$ cat src/rtl/brrte_pkg.sv
// ============================================================================
// brrte_pkg
// Types, register indexes and size limits shared by the run-table encoder.
// ============================================================================
package brrte_pkg;

    localparam int PIX_W    = 8;
    localparam int COL_W    = 12;
    localparam int LEN_W    = 13;
    localparam int CNT_W    = 25;
    localparam int CFG_DW   = 13;
    localparam int CFG_AW   = 2;

    localparam logic [LEN_W-1:0] MAX_WIDTH     = 13'd4096;
    localparam logic [LEN_W-1:0] MAX_HEIGHT    = 13'd4096;
    localparam logic [CNT_W-1:0] WORDS_PER_RUN = 25'd2;

    // result queue depth: room for the two records one pixel may cause, plus slack
    localparam int FIFO_DEPTH = 4;
    localparam int FIFO_AW    = $clog2(FIFO_DEPTH);

    typedef enum logic [1:0] {
        MODE_NONZERO  = 2'd0,
        MODE_ZERO     = 2'd1,
        MODE_MASK_IMG = 2'd2,
        MODE_MASK_BIT = 2'd3
    } mode_t;

    typedef enum logic [CFG_AW-1:0] {
        REG_MODE         = 2'd0,
        REG_ROW_WIDTH    = 2'd1,
        REG_FRAME_HEIGHT = 2'd2,
        REG_MASK_BITS    = 2'd3
    } reg_idx_t;

    localparam logic KIND_RUN = 1'b0;
    localparam logic KIND_ROW = 1'b1;

    typedef struct packed {
        logic             record_kind;
        logic [COL_W-1:0] run_start;
        logic [LEN_W-1:0] run_length;
        logic [COL_W-1:0] row_index;
        logic [CNT_W-1:0] row_offset;
        logic [CNT_W-1:0] pixel_total;
        logic             frame_done;
        logic             last;
    } rec_t;

endpackage

$ cat src/rtl/brrte_if.sv
// ============================================================================
// brrte_if
// Valid/ready channels of the run-table encoder: pixels, records, config.
// ============================================================================
interface brrte_pix_if import brrte_pkg::*; ();
    logic             valid;
    logic             ready;
    logic [PIX_W-1:0] pixel;
    logic [PIX_W-1:0] mask_pixel;

    modport source (output valid, output pixel, output mask_pixel, input ready);
    modport sink   (input valid, input pixel, input mask_pixel, output ready);
endinterface

interface brrte_rec_if import brrte_pkg::*; ();
    logic             valid;
    logic             ready;
    logic             record_kind;
    logic [COL_W-1:0] run_start;
    logic [LEN_W-1:0] run_length;
    logic [COL_W-1:0] row_index;
    logic [CNT_W-1:0] row_offset;
    logic [CNT_W-1:0] pixel_total;
    logic             frame_done;
    logic             last;

    modport source (output valid, output record_kind, output run_start,
                    output run_length, output row_index, output row_offset,
                    output pixel_total, output frame_done, output last,
                    input ready);
    modport sink   (input valid, input record_kind, input run_start,
                    input run_length, input row_index, input row_offset,
                    input pixel_total, input frame_done, input last,
                    output ready);
endinterface

interface brrte_cfg_if import brrte_pkg::*; ();
    logic              valid;
    logic              ready;
    logic [CFG_AW-1:0] index;
    logic [CFG_DW-1:0] data;

    modport source (output valid, output index, output data, input ready);
    modport sink   (input valid, input index, input data, output ready);
endinterface

$ cat src/rtl/binary_row_run_table_encoder.sv
// ============================================================================
// binary_row_run_table_encoder
// Classifies raster pixels as foreground and emits run and row records.
// ============================================================================
// Usage:
//   pixels  - one request per raster pixel (pixel, mask_pixel).
//   records - run records (start, length, table offset) and one row record
//             after the last pixel of each row; last marks the final record
//             a pixel caused. A pixel causes zero, one or two records.
//   cfg     - register writes (mode, row_width, frame_height, mask_bits),
//             always ready; write only while no pixel is in flight.
// Records: a record enters the queue as its pixel is accepted and shows
//   on records once those ahead of it drain. Throughput: one pixel per
//   cycle while the receiver keeps up; classification is combinational,
//   counters register on accept, and the queue drains one record per cycle.
// Stall: records wait in a four-entry queue; pixels are accepted while at
//   least two entries are free, so the queue never overflows.
// Reset: counters, queue and position clear; registers return to mode 0,
//   4096 x 4096 frame, mask_bits 255.
// ============================================================================
module binary_row_run_table_encoder import brrte_pkg::*;
(
    input  logic        clk,
    input  logic        rst_n,
    brrte_pix_if.sink   pixels,
    brrte_rec_if.source records,
    brrte_cfg_if.sink   cfg
);

    mode_t             mode_reg;
    logic [LEN_W-1:0]  row_width_reg;
    logic [LEN_W-1:0]  frame_height_reg;
    logic [PIX_W-1:0]  mask_bits_reg;

    logic [COL_W-1:0]  column_reg,    column_next;
    logic [COL_W-1:0]  row_reg,       row_next;
    logic [LEN_W-1:0]  run_len_reg,   run_len_next;
    logic [COL_W-1:0]  run_start_reg, run_start_next;
    logic [CNT_W-1:0]  words_reg,     words_next;
    logic [CNT_W-1:0]  total_reg,     total_next;

    rec_t              fifo_mem [FIFO_DEPTH];
    logic [FIFO_AW-1:0] wr_ptr_reg, wr_ptr_next;
    logic [FIFO_AW-1:0] rd_ptr_reg, rd_ptr_next;
    logic [FIFO_AW:0]   count_reg,  count_next;

    logic              accept;
    logic              pop;
    logic              fg;
    logic [LEN_W-1:0]  width_eff;
    logic [LEN_W-1:0]  height_eff;
    logic              close_bg;
    logic              close_end;
    logic              run_valid;
    logic              row_end;
    logic              frame_end;
    logic [LEN_W-1:0]  len_after;
    logic [COL_W-1:0]  start_after;
    logic [CNT_W-1:0]  total_after;
    logic [CNT_W-1:0]  words_after;
    logic [1:0]        push_n;
    rec_t              run_rec;
    rec_t              row_rec;
    rec_t              first_rec;
    rec_t              head_rec;

    // ------------------------------------------------------------------------
    // configuration registers
    // ------------------------------------------------------------------------
    assign cfg.ready = 1'b1;

    always_ff @(posedge clk or negedge rst_n)
    begin
        if (!rst_n)
        begin
            mode_reg         <= MODE_NONZERO;
            row_width_reg    <= MAX_WIDTH;
            frame_height_reg <= MAX_HEIGHT;
            mask_bits_reg    <= '1;
        end
        else if (cfg.valid)
        begin
            case (reg_idx_t'(cfg.index))
                REG_MODE:         mode_reg         <= mode_t'(cfg.data[1:0]);
                REG_ROW_WIDTH:    row_width_reg    <= cfg.data[LEN_W-1:0];
                REG_FRAME_HEIGHT: frame_height_reg <= cfg.data[LEN_W-1:0];
                REG_MASK_BITS:    mask_bits_reg    <= cfg.data[PIX_W-1:0];
                default:          mode_reg         <= mode_reg;
            endcase
        end
    end

    // ------------------------------------------------------------------------
    // per-pixel classification and record formation
    // ------------------------------------------------------------------------
    assign accept = pixels.valid && pixels.ready;
    assign pop    = records.valid && records.ready;

    always_comb
    begin
        // zero means one, anything above the limit saturates
        if (row_width_reg == '0)
            width_eff = LEN_W'(1);
        else if (row_width_reg > MAX_WIDTH)
            width_eff = MAX_WIDTH;
        else
            width_eff = row_width_reg;

        if (frame_height_reg == '0)
            height_eff = LEN_W'(1);
        else if (frame_height_reg > MAX_HEIGHT)
            height_eff = MAX_HEIGHT;
        else
            height_eff = frame_height_reg;

        case (mode_reg)
            MODE_NONZERO:  fg = (pixels.pixel != '0);
            MODE_ZERO:     fg = (pixels.pixel == '0);
            MODE_MASK_IMG: fg = (pixels.pixel != '0) && (pixels.mask_pixel != '0);
            MODE_MASK_BIT: fg = ((pixels.pixel & mask_bits_reg) != '0);
            default:       fg = 1'b0;
        endcase
    end

    always_comb
    begin
        total_after = fg ? total_reg + CNT_W'(1) : total_reg;
        close_bg    = !fg && (run_len_reg != '0);
        start_after = (fg && (run_len_reg == '0)) ? column_reg : run_start_reg;

        if (fg)
            len_after = run_len_reg + LEN_W'(1);
        else if (close_bg)
            len_after = '0;
        else
            len_after = run_len_reg;

        row_end   = ({1'b0, column_reg} + LEN_W'(1)) >= width_eff;
        frame_end = ({1'b0, row_reg} + LEN_W'(1)) >= height_eff;
        close_end = row_end && (len_after != '0);
        run_valid = close_bg || close_end;

        words_after = run_valid ? words_reg + WORDS_PER_RUN : words_reg;

        // a closing background pixel and a row-end close never both happen
        run_rec.record_kind = KIND_RUN;
        run_rec.run_start   = start_after;
        run_rec.run_length  = close_bg ? run_len_reg : len_after;
        run_rec.row_index   = row_reg;
        run_rec.row_offset  = words_reg;
        run_rec.pixel_total = total_after;
        run_rec.frame_done  = 1'b0;
        run_rec.last        = !row_end;

        row_rec.record_kind = KIND_ROW;
        row_rec.run_start   = '0;
        row_rec.run_length  = '0;
        row_rec.row_index   = row_reg;
        row_rec.row_offset  = words_after;
        row_rec.pixel_total = total_after;
        row_rec.frame_done  = frame_end;
        row_rec.last        = 1'b1;

        first_rec = run_valid ? run_rec : row_rec;
        push_n    = {1'b0, run_valid} + {1'b0, row_end};

        // state after this pixel
        run_len_next   = run_valid ? '0 : len_after;
        run_start_next = start_after;
        if (row_end)
        begin
            column_next = '0;
            row_next    = frame_end ? '0 : row_reg + COL_W'(1);
            words_next  = frame_end ? '0 : words_after;
            total_next  = frame_end ? '0 : total_after;
        end
        else
        begin
            column_next = column_reg + COL_W'(1);
            row_next    = row_reg;
            words_next  = words_after;
            total_next  = total_after;
        end
    end

    always_ff @(posedge clk or negedge rst_n)
    begin
        if (!rst_n)
        begin
            column_reg    <= '0;
            row_reg       <= '0;
            run_len_reg   <= '0;
            run_start_reg <= '0;
            words_reg     <= '0;
            total_reg     <= '0;
        end
        else if (accept)
        begin
            column_reg    <= column_next;
            row_reg       <= row_next;
            run_len_reg   <= run_len_next;
            run_start_reg <= run_start_next;
            words_reg     <= words_next;
            total_reg     <= total_next;
        end
    end

    // ------------------------------------------------------------------------
    // record queue
    // ------------------------------------------------------------------------
    // hold off new pixels unless both records of a worst-case pixel fit
    assign pixels.ready = (count_reg <= (FIFO_AW+1)'(FIFO_DEPTH - 2));

    always_comb
    begin
        wr_ptr_next = accept ? wr_ptr_reg + FIFO_AW'(push_n) : wr_ptr_reg;
        rd_ptr_next = pop ? rd_ptr_reg + FIFO_AW'(1) : rd_ptr_reg;
        count_next  = count_reg
                    + (accept ? (FIFO_AW+1)'(push_n) : '0)
                    - (pop ? (FIFO_AW+1)'(1) : '0);
    end

    always_ff @(posedge clk or negedge rst_n)
    begin
        if (!rst_n)
        begin
            wr_ptr_reg <= '0;
            rd_ptr_reg <= '0;
            count_reg  <= '0;
        end
        else
        begin
            wr_ptr_reg <= wr_ptr_next;
            rd_ptr_reg <= rd_ptr_next;
            count_reg  <= count_next;
        end
    end

    always_ff @(posedge clk)
    begin
        if (accept)
        begin
            if (push_n != 2'd0)
                fifo_mem[wr_ptr_reg] <= first_rec;
            if (push_n == 2'd2)
                fifo_mem[wr_ptr_reg + FIFO_AW'(1)] <= row_rec;
        end
    end

    assign head_rec = fifo_mem[rd_ptr_reg];

    assign records.valid       = (count_reg != '0);
    assign records.record_kind = head_rec.record_kind;
    assign records.run_start   = head_rec.run_start;
    assign records.run_length  = head_rec.run_length;
    assign records.row_index   = head_rec.row_index;
    assign records.row_offset  = head_rec.row_offset;
    assign records.pixel_total = head_rec.pixel_total;
    assign records.frame_done  = head_rec.frame_done;
    assign records.last        = head_rec.last;

endmodule
$ cat src/flat_wrapper.sv
// flat-port wrapper written by rule: the top's interface ports become plain ports
module binary_row_run_table_encoder_flat import brrte_pkg::*;
  (clk, rst_n, pixels_valid, pixels_pixel, pixels_mask_pixel, pixels_ready, records_valid, records_record_kind, records_run_start, records_run_length, records_row_index, records_row_offset, records_pixel_total, records_frame_done, records_last, records_ready, cfg_valid, cfg_index, cfg_data, cfg_ready);
  brrte_pix_if pixels_i ();
  brrte_rec_if records_i ();
  brrte_cfg_if cfg_i ();
  input  logic clk;
  input  logic rst_n;
  input wire logic [$bits(pixels_i.valid)-1:0] pixels_valid;
  input wire logic [$bits(pixels_i.pixel)-1:0] pixels_pixel;
  input wire logic [$bits(pixels_i.mask_pixel)-1:0] pixels_mask_pixel;
  output wire logic [$bits(pixels_i.ready)-1:0] pixels_ready;
  output wire logic [$bits(records_i.valid)-1:0] records_valid;
  output wire logic [$bits(records_i.record_kind)-1:0] records_record_kind;
  output wire logic [$bits(records_i.run_start)-1:0] records_run_start;
  output wire logic [$bits(records_i.run_length)-1:0] records_run_length;
  output wire logic [$bits(records_i.row_index)-1:0] records_row_index;
  output wire logic [$bits(records_i.row_offset)-1:0] records_row_offset;
  output wire logic [$bits(records_i.pixel_total)-1:0] records_pixel_total;
  output wire logic [$bits(records_i.frame_done)-1:0] records_frame_done;
  output wire logic [$bits(records_i.last)-1:0] records_last;
  input wire logic [$bits(records_i.ready)-1:0] records_ready;
  input wire logic [$bits(cfg_i.valid)-1:0] cfg_valid;
  input wire logic [$bits(cfg_i.index)-1:0] cfg_index;
  input wire logic [$bits(cfg_i.data)-1:0] cfg_data;
  output wire logic [$bits(cfg_i.ready)-1:0] cfg_ready;
  assign pixels_i.valid = pixels_valid;
  assign pixels_i.pixel = pixels_pixel;
  assign pixels_i.mask_pixel = pixels_mask_pixel;
  assign pixels_ready = pixels_i.ready;
  assign records_valid = records_i.valid;
  assign records_record_kind = records_i.record_kind;
  assign records_run_start = records_i.run_start;
  assign records_run_length = records_i.run_length;
  assign records_row_index = records_i.row_index;
  assign records_row_offset = records_i.row_offset;
  assign records_pixel_total = records_i.pixel_total;
  assign records_frame_done = records_i.frame_done;
  assign records_last = records_i.last;
  assign records_i.ready = records_ready;
  assign cfg_i.valid = cfg_valid;
  assign cfg_i.index = cfg_index;
  assign cfg_i.data = cfg_data;
  assign cfg_ready = cfg_i.ready;
  binary_row_run_table_encoder u_core (.clk(clk), .rst_n(rst_n), .pixels(pixels_i), .records(records_i), .cfg(cfg_i));
endmodule
$ cat config.mk
export PLATFORM = sky130hd
export DESIGN_NAME = binary_row_run_table_encoder_flat
export DESIGN_NICKNAME = d
export VERILOG_FILES = /design/src/rtl/brrte_pkg.sv /design/src/rtl/brrte_if.sv /design/src/rtl/binary_row_run_table_encoder.sv /design/src/flat_wrapper.sv
export SDC_FILE = /design/constraint.sdc
export NUM_CORES = 1
export LEC_CHECK = 0
export ABC_AREA = 1
export BUFFER_PORTS_ARGS = -buffer_cell sky130_fd_sc_hd__buf_4
export CAP_MARGIN = 30
export CORE_MARGIN = 5
export CORE_UTILIZATION = 40
export CTS_CLUSTER_DIAMETER = 60
export DETAILED_ROUTE_END_ITERATION = 8
export HOLD_SLACK_MARGIN = 0.08
export PLACE_DENSITY = 0.58
export SLEW_MARGIN = 20
export SYNTH_ARGS = -nofsm -noshare
export SYNTH_HDL_FRONTEND = slang
export SYNTH_SLANG_ARGS = --single-unit
$ cat constraint.sdc
create_clock -name clk -period 6.25 [get_ports clk]
set_input_delay 0.3125 -clock clk [delete_from_list [all_inputs] [get_ports clk]]
set_output_delay 0.3125 -clock clk [all_outputs]
set_load 0.02 [all_outputs]
==> impl_metrics.json <==
{
  "synth.distinct_cells": 46,
  "drc": 0,
  "postSynthCellCount": 2965,
  "cap_violations": 0,
  "cts.clk_slew.worst_paths_ps": 60,
  "reg2reg_slack_ps": 1290,
  "nets": 3114,
  "grt_pass1_wl_um": 112000,
  "area_delta_synth_final_pct": 14.1,
  "synth_compound_area_share_pct": 9.50,
  "synthMuxAreaShare_pct": 0.519,
  "clock_sinks": 501,
  "synth_xor_xnor_area_share_pct": 2.66,
  "initial_core_util_pct": 40.5,
  "hpwl_um": 44100,
  "max_stage_delay_ps": 430,
  "grt_pass1_vias": 19800,
  "cts_resized": 0,
  "synthAdderAreaFrac_pct": 2.08,
  "clockBufferDepth": 3,
  "slowest_stage": "buf_4",
  "rr_startpoint": "u_core.column_reg[0]",
  "fp.dieH_um": 260,
  "antenna_cells": 0,
  "layout_commonest_cell": "nand2_1",
  "numPortBuffers": 127,
  "tns_ps": 0,
  "cts-root-buf": "clkbuf_16",
  "synth_top_family_by_area": "simple AND/OR/NAND/NOR gates",
  "grt_max_degree": 92,
  "setup_viol_count_final": 0,
  "drt_wl_total_um": 70400,
  "synth-seq-cells": 501,
  "power.total_mw": 14.0,
  "peakVddDrop_mv": 0.339,
  "drive_above_1_share_pct": 11.8,
  "ys.warnings.count": 0,
  "required_ps": 6540,
  "rsz0062_at_grt": "no",
  "first_pass_iters": 5,
  "vias": 20500,
  "dieArea_mm2": 0.0677,
  "die_w_um": 260,
  "syn_avg_cell_area_um2": 8.45,
  "hold_viol": 0,
  "cts_hold_buf": 17,
  "fin_skew_ps": 20.0,
  "finalMaxSlewViolations": 0,
  "worstSetupEndpointType": "register",
  "grt_usage_pct": 20.5,
  "core_mm2": 0.0618,
  "postCtsSetupBuffers": 0,
  "largest_reg_flops": 360,
  "holdPathEnd": "u_core.rd_ptr_reg[0]",
  "hp-class": "in2reg",
  "run_status": "finished, final reports clean",
  "crit_chain": "ha_1 -> nand2_1 -> inv_1 -> nand4_1 -> nor3_1 -> nand3_1 -> xor2_1 -> inv_1 -> ha_1 -> nand2_1 -> nor4_1 -> o21ai_0 -> nand3_2 -> inv_2 -> nand2_2 -> nand2_4 -> inv_4 -> ha_1 -> inv_1 -> nor2_1 -> nand2_1 -> nand2_4 -> buf_4 -> buf_12",
  "async_reset_ff_share_pct": 28.1,
  "p_per_area_mw_per_mm2": 490,
  "critPathLaunchType": "register",
  "finalInstanceArea_mm2": 0.0286,
  "clock.fmax_mhz": 202,
  "holdWs_ps": 176,
  "worst-path-max-fanout": 36,
  "r2r_cells": 24,
  "via_per_inst": 5.22,
  "ant_nets": 0,
  "cts_buffers": 56,
  "cts_tree": "yes",
  "synth_edf_count": 252,
  "synthFlopType": "edfxtp_1",
  "gp_congestion": 0.876,
  "gr-total-overflow": 0,
  "yosysSeqAreaShare_pct": 53.0,
  "rr_endpoint": "u_core.fifo_mem[3][4]",
  "row_count": 91,
  "min-delay-start": "records_ready",
  "crit_arrival_ps": 5250,
  "post_dp_cell_area_mm2": 0.0265,
  "yosys.area_share.simple_pct": 25.9,
  "drtIter0Drc": 1585,
  "synth_area_mm2": 0.0251,
  "relSlewSlack_pct": 37.6,
  "ios": 129,
  "p_leak_nw": 12.1,
  "clk_latency_ps": 630,
  "tightest_slew_ps": 935,
  "post_drt_wl_per_cell_um": 18.0,
  "fin_crit_ps": 4960,
  "h-tree-depth": 2,
  "path_class": "reg2reg",
  "hold_depth": 3,
  "final_cell_mix": "875 x nand2_1, 409 x nor2_1, 276 x o21ai_0, 252 x edfxtp_1, 161 x inv_1",
  "n_fill_cell": 5917,
  "finalCritPeriodShare_pct": 79.3,
  "antenna_found_initial": 0
}
[worst max-delay path by stage]
| stage | startpoint | endpoint | slack, ps |
|---|---|---|---|
| 2_1_floorplan | u_core.column_reg[0] | u_core.fifo_mem[0][13] | 1080 |
| 3_3_place_gp | u_core.column_reg[0] | u_core.fifo_mem[3][1] | 1310 |
| 3_5_place_dp | u_core.column_reg[0] | u_core.fifo_mem[3][17] | 1310 |
| 6_report | u_core.column_reg[0] | u_core.fifo_mem[3][4] | 1290 |
| 5_1_grt | u_core.column_reg[0] | u_core.fifo_mem[3][4] | 870 |
| 4_1_cts | u_core.column_reg[0] | u_core.fifo_mem[3][36] | 1280 |
[kinds of logic after synthesis]
| kind of cell | after synthesis |
|---|---|
| simple gates | 1540 |
| flops | 501 |
| compound gates | 439 |
| buf+inv | 353 |
| xor+xnor | 76 |
| fa+ha+maj | 41 |
| mux | 13 |
| other cells | 2 |
[per-stage QoR]
| stage | worst slack [ps] | util, % | instances |
|---|---|---|---|
| after floorplan | 1080 | - | 2968 |
| after global placement | 1310 | 42.8 | 3795 |
| after detailed placement | 1310 | 42.9 | 3797 |
| after CTS | 1280 | 46.2 | 3920 |
| after global routing | 870 | 46.2 | 3922 |
| final | 1290 | 46.2 | 3922 |
[power breakdown]
part	switching [mW]	total, mW	leakage [nW]	internal, mW
registers	0.449	4.55	4.99	4.10
logic	4.27	6.17	6.18	1.89
clock network	1.37	3.29	0.909	1.91
total	6.10	14.0	12.1	7.91
[critical path, delay by kind of cell (launching register included)]
family	cells	cell delay, ps
AOI/OAI and AO/OA	1	170
xor gates and xnor gates	1	210
adders and majority gates	3	680
and+or+nand+nor	12	1880
DFF	1	390
buffers and inverters	7	1270
[synth_stat cells, types with 27 or more instances]
master    number  area [µm²]
nand2_2       29         181
xor2_1        61         534
nor2_4        30         338
nand2_1      876        3290
inv_1        162         608
dfrtp_1      131        3280
clkbuf_1      94         353
ha_1          40         500
nor2_1       409        1540
edfxtp_1     252        7570
nand3_1      107         536
o22ai_1      127         795
buf_2         39         195
o21ai_0      276        1380
dfxtp_1      108        2160
nand4_1       27         169
[layer usage]
metal  share of wire [%]  global-route usage (%)
met1                  45                    28.8
met2                  47                    33.9
met3                 6.0                    3.09
met4                 2.0                    4.71
met5                   0                       0
[final cells by class]
class	count	area, µm²	area share, %
Clock buffer	88	1700	5.94
Clock inverter	18	161	0.565
Inverter	181	689	2.41
Multi-Input combinational cell	2114	10200	35.7
Sequential cell	501	13300	46.4
Tap cell	837	1050	3.66
Timing Repair Buffer	183	1510	5.26
Note: power is estimated with default switching activity, not from simulation.
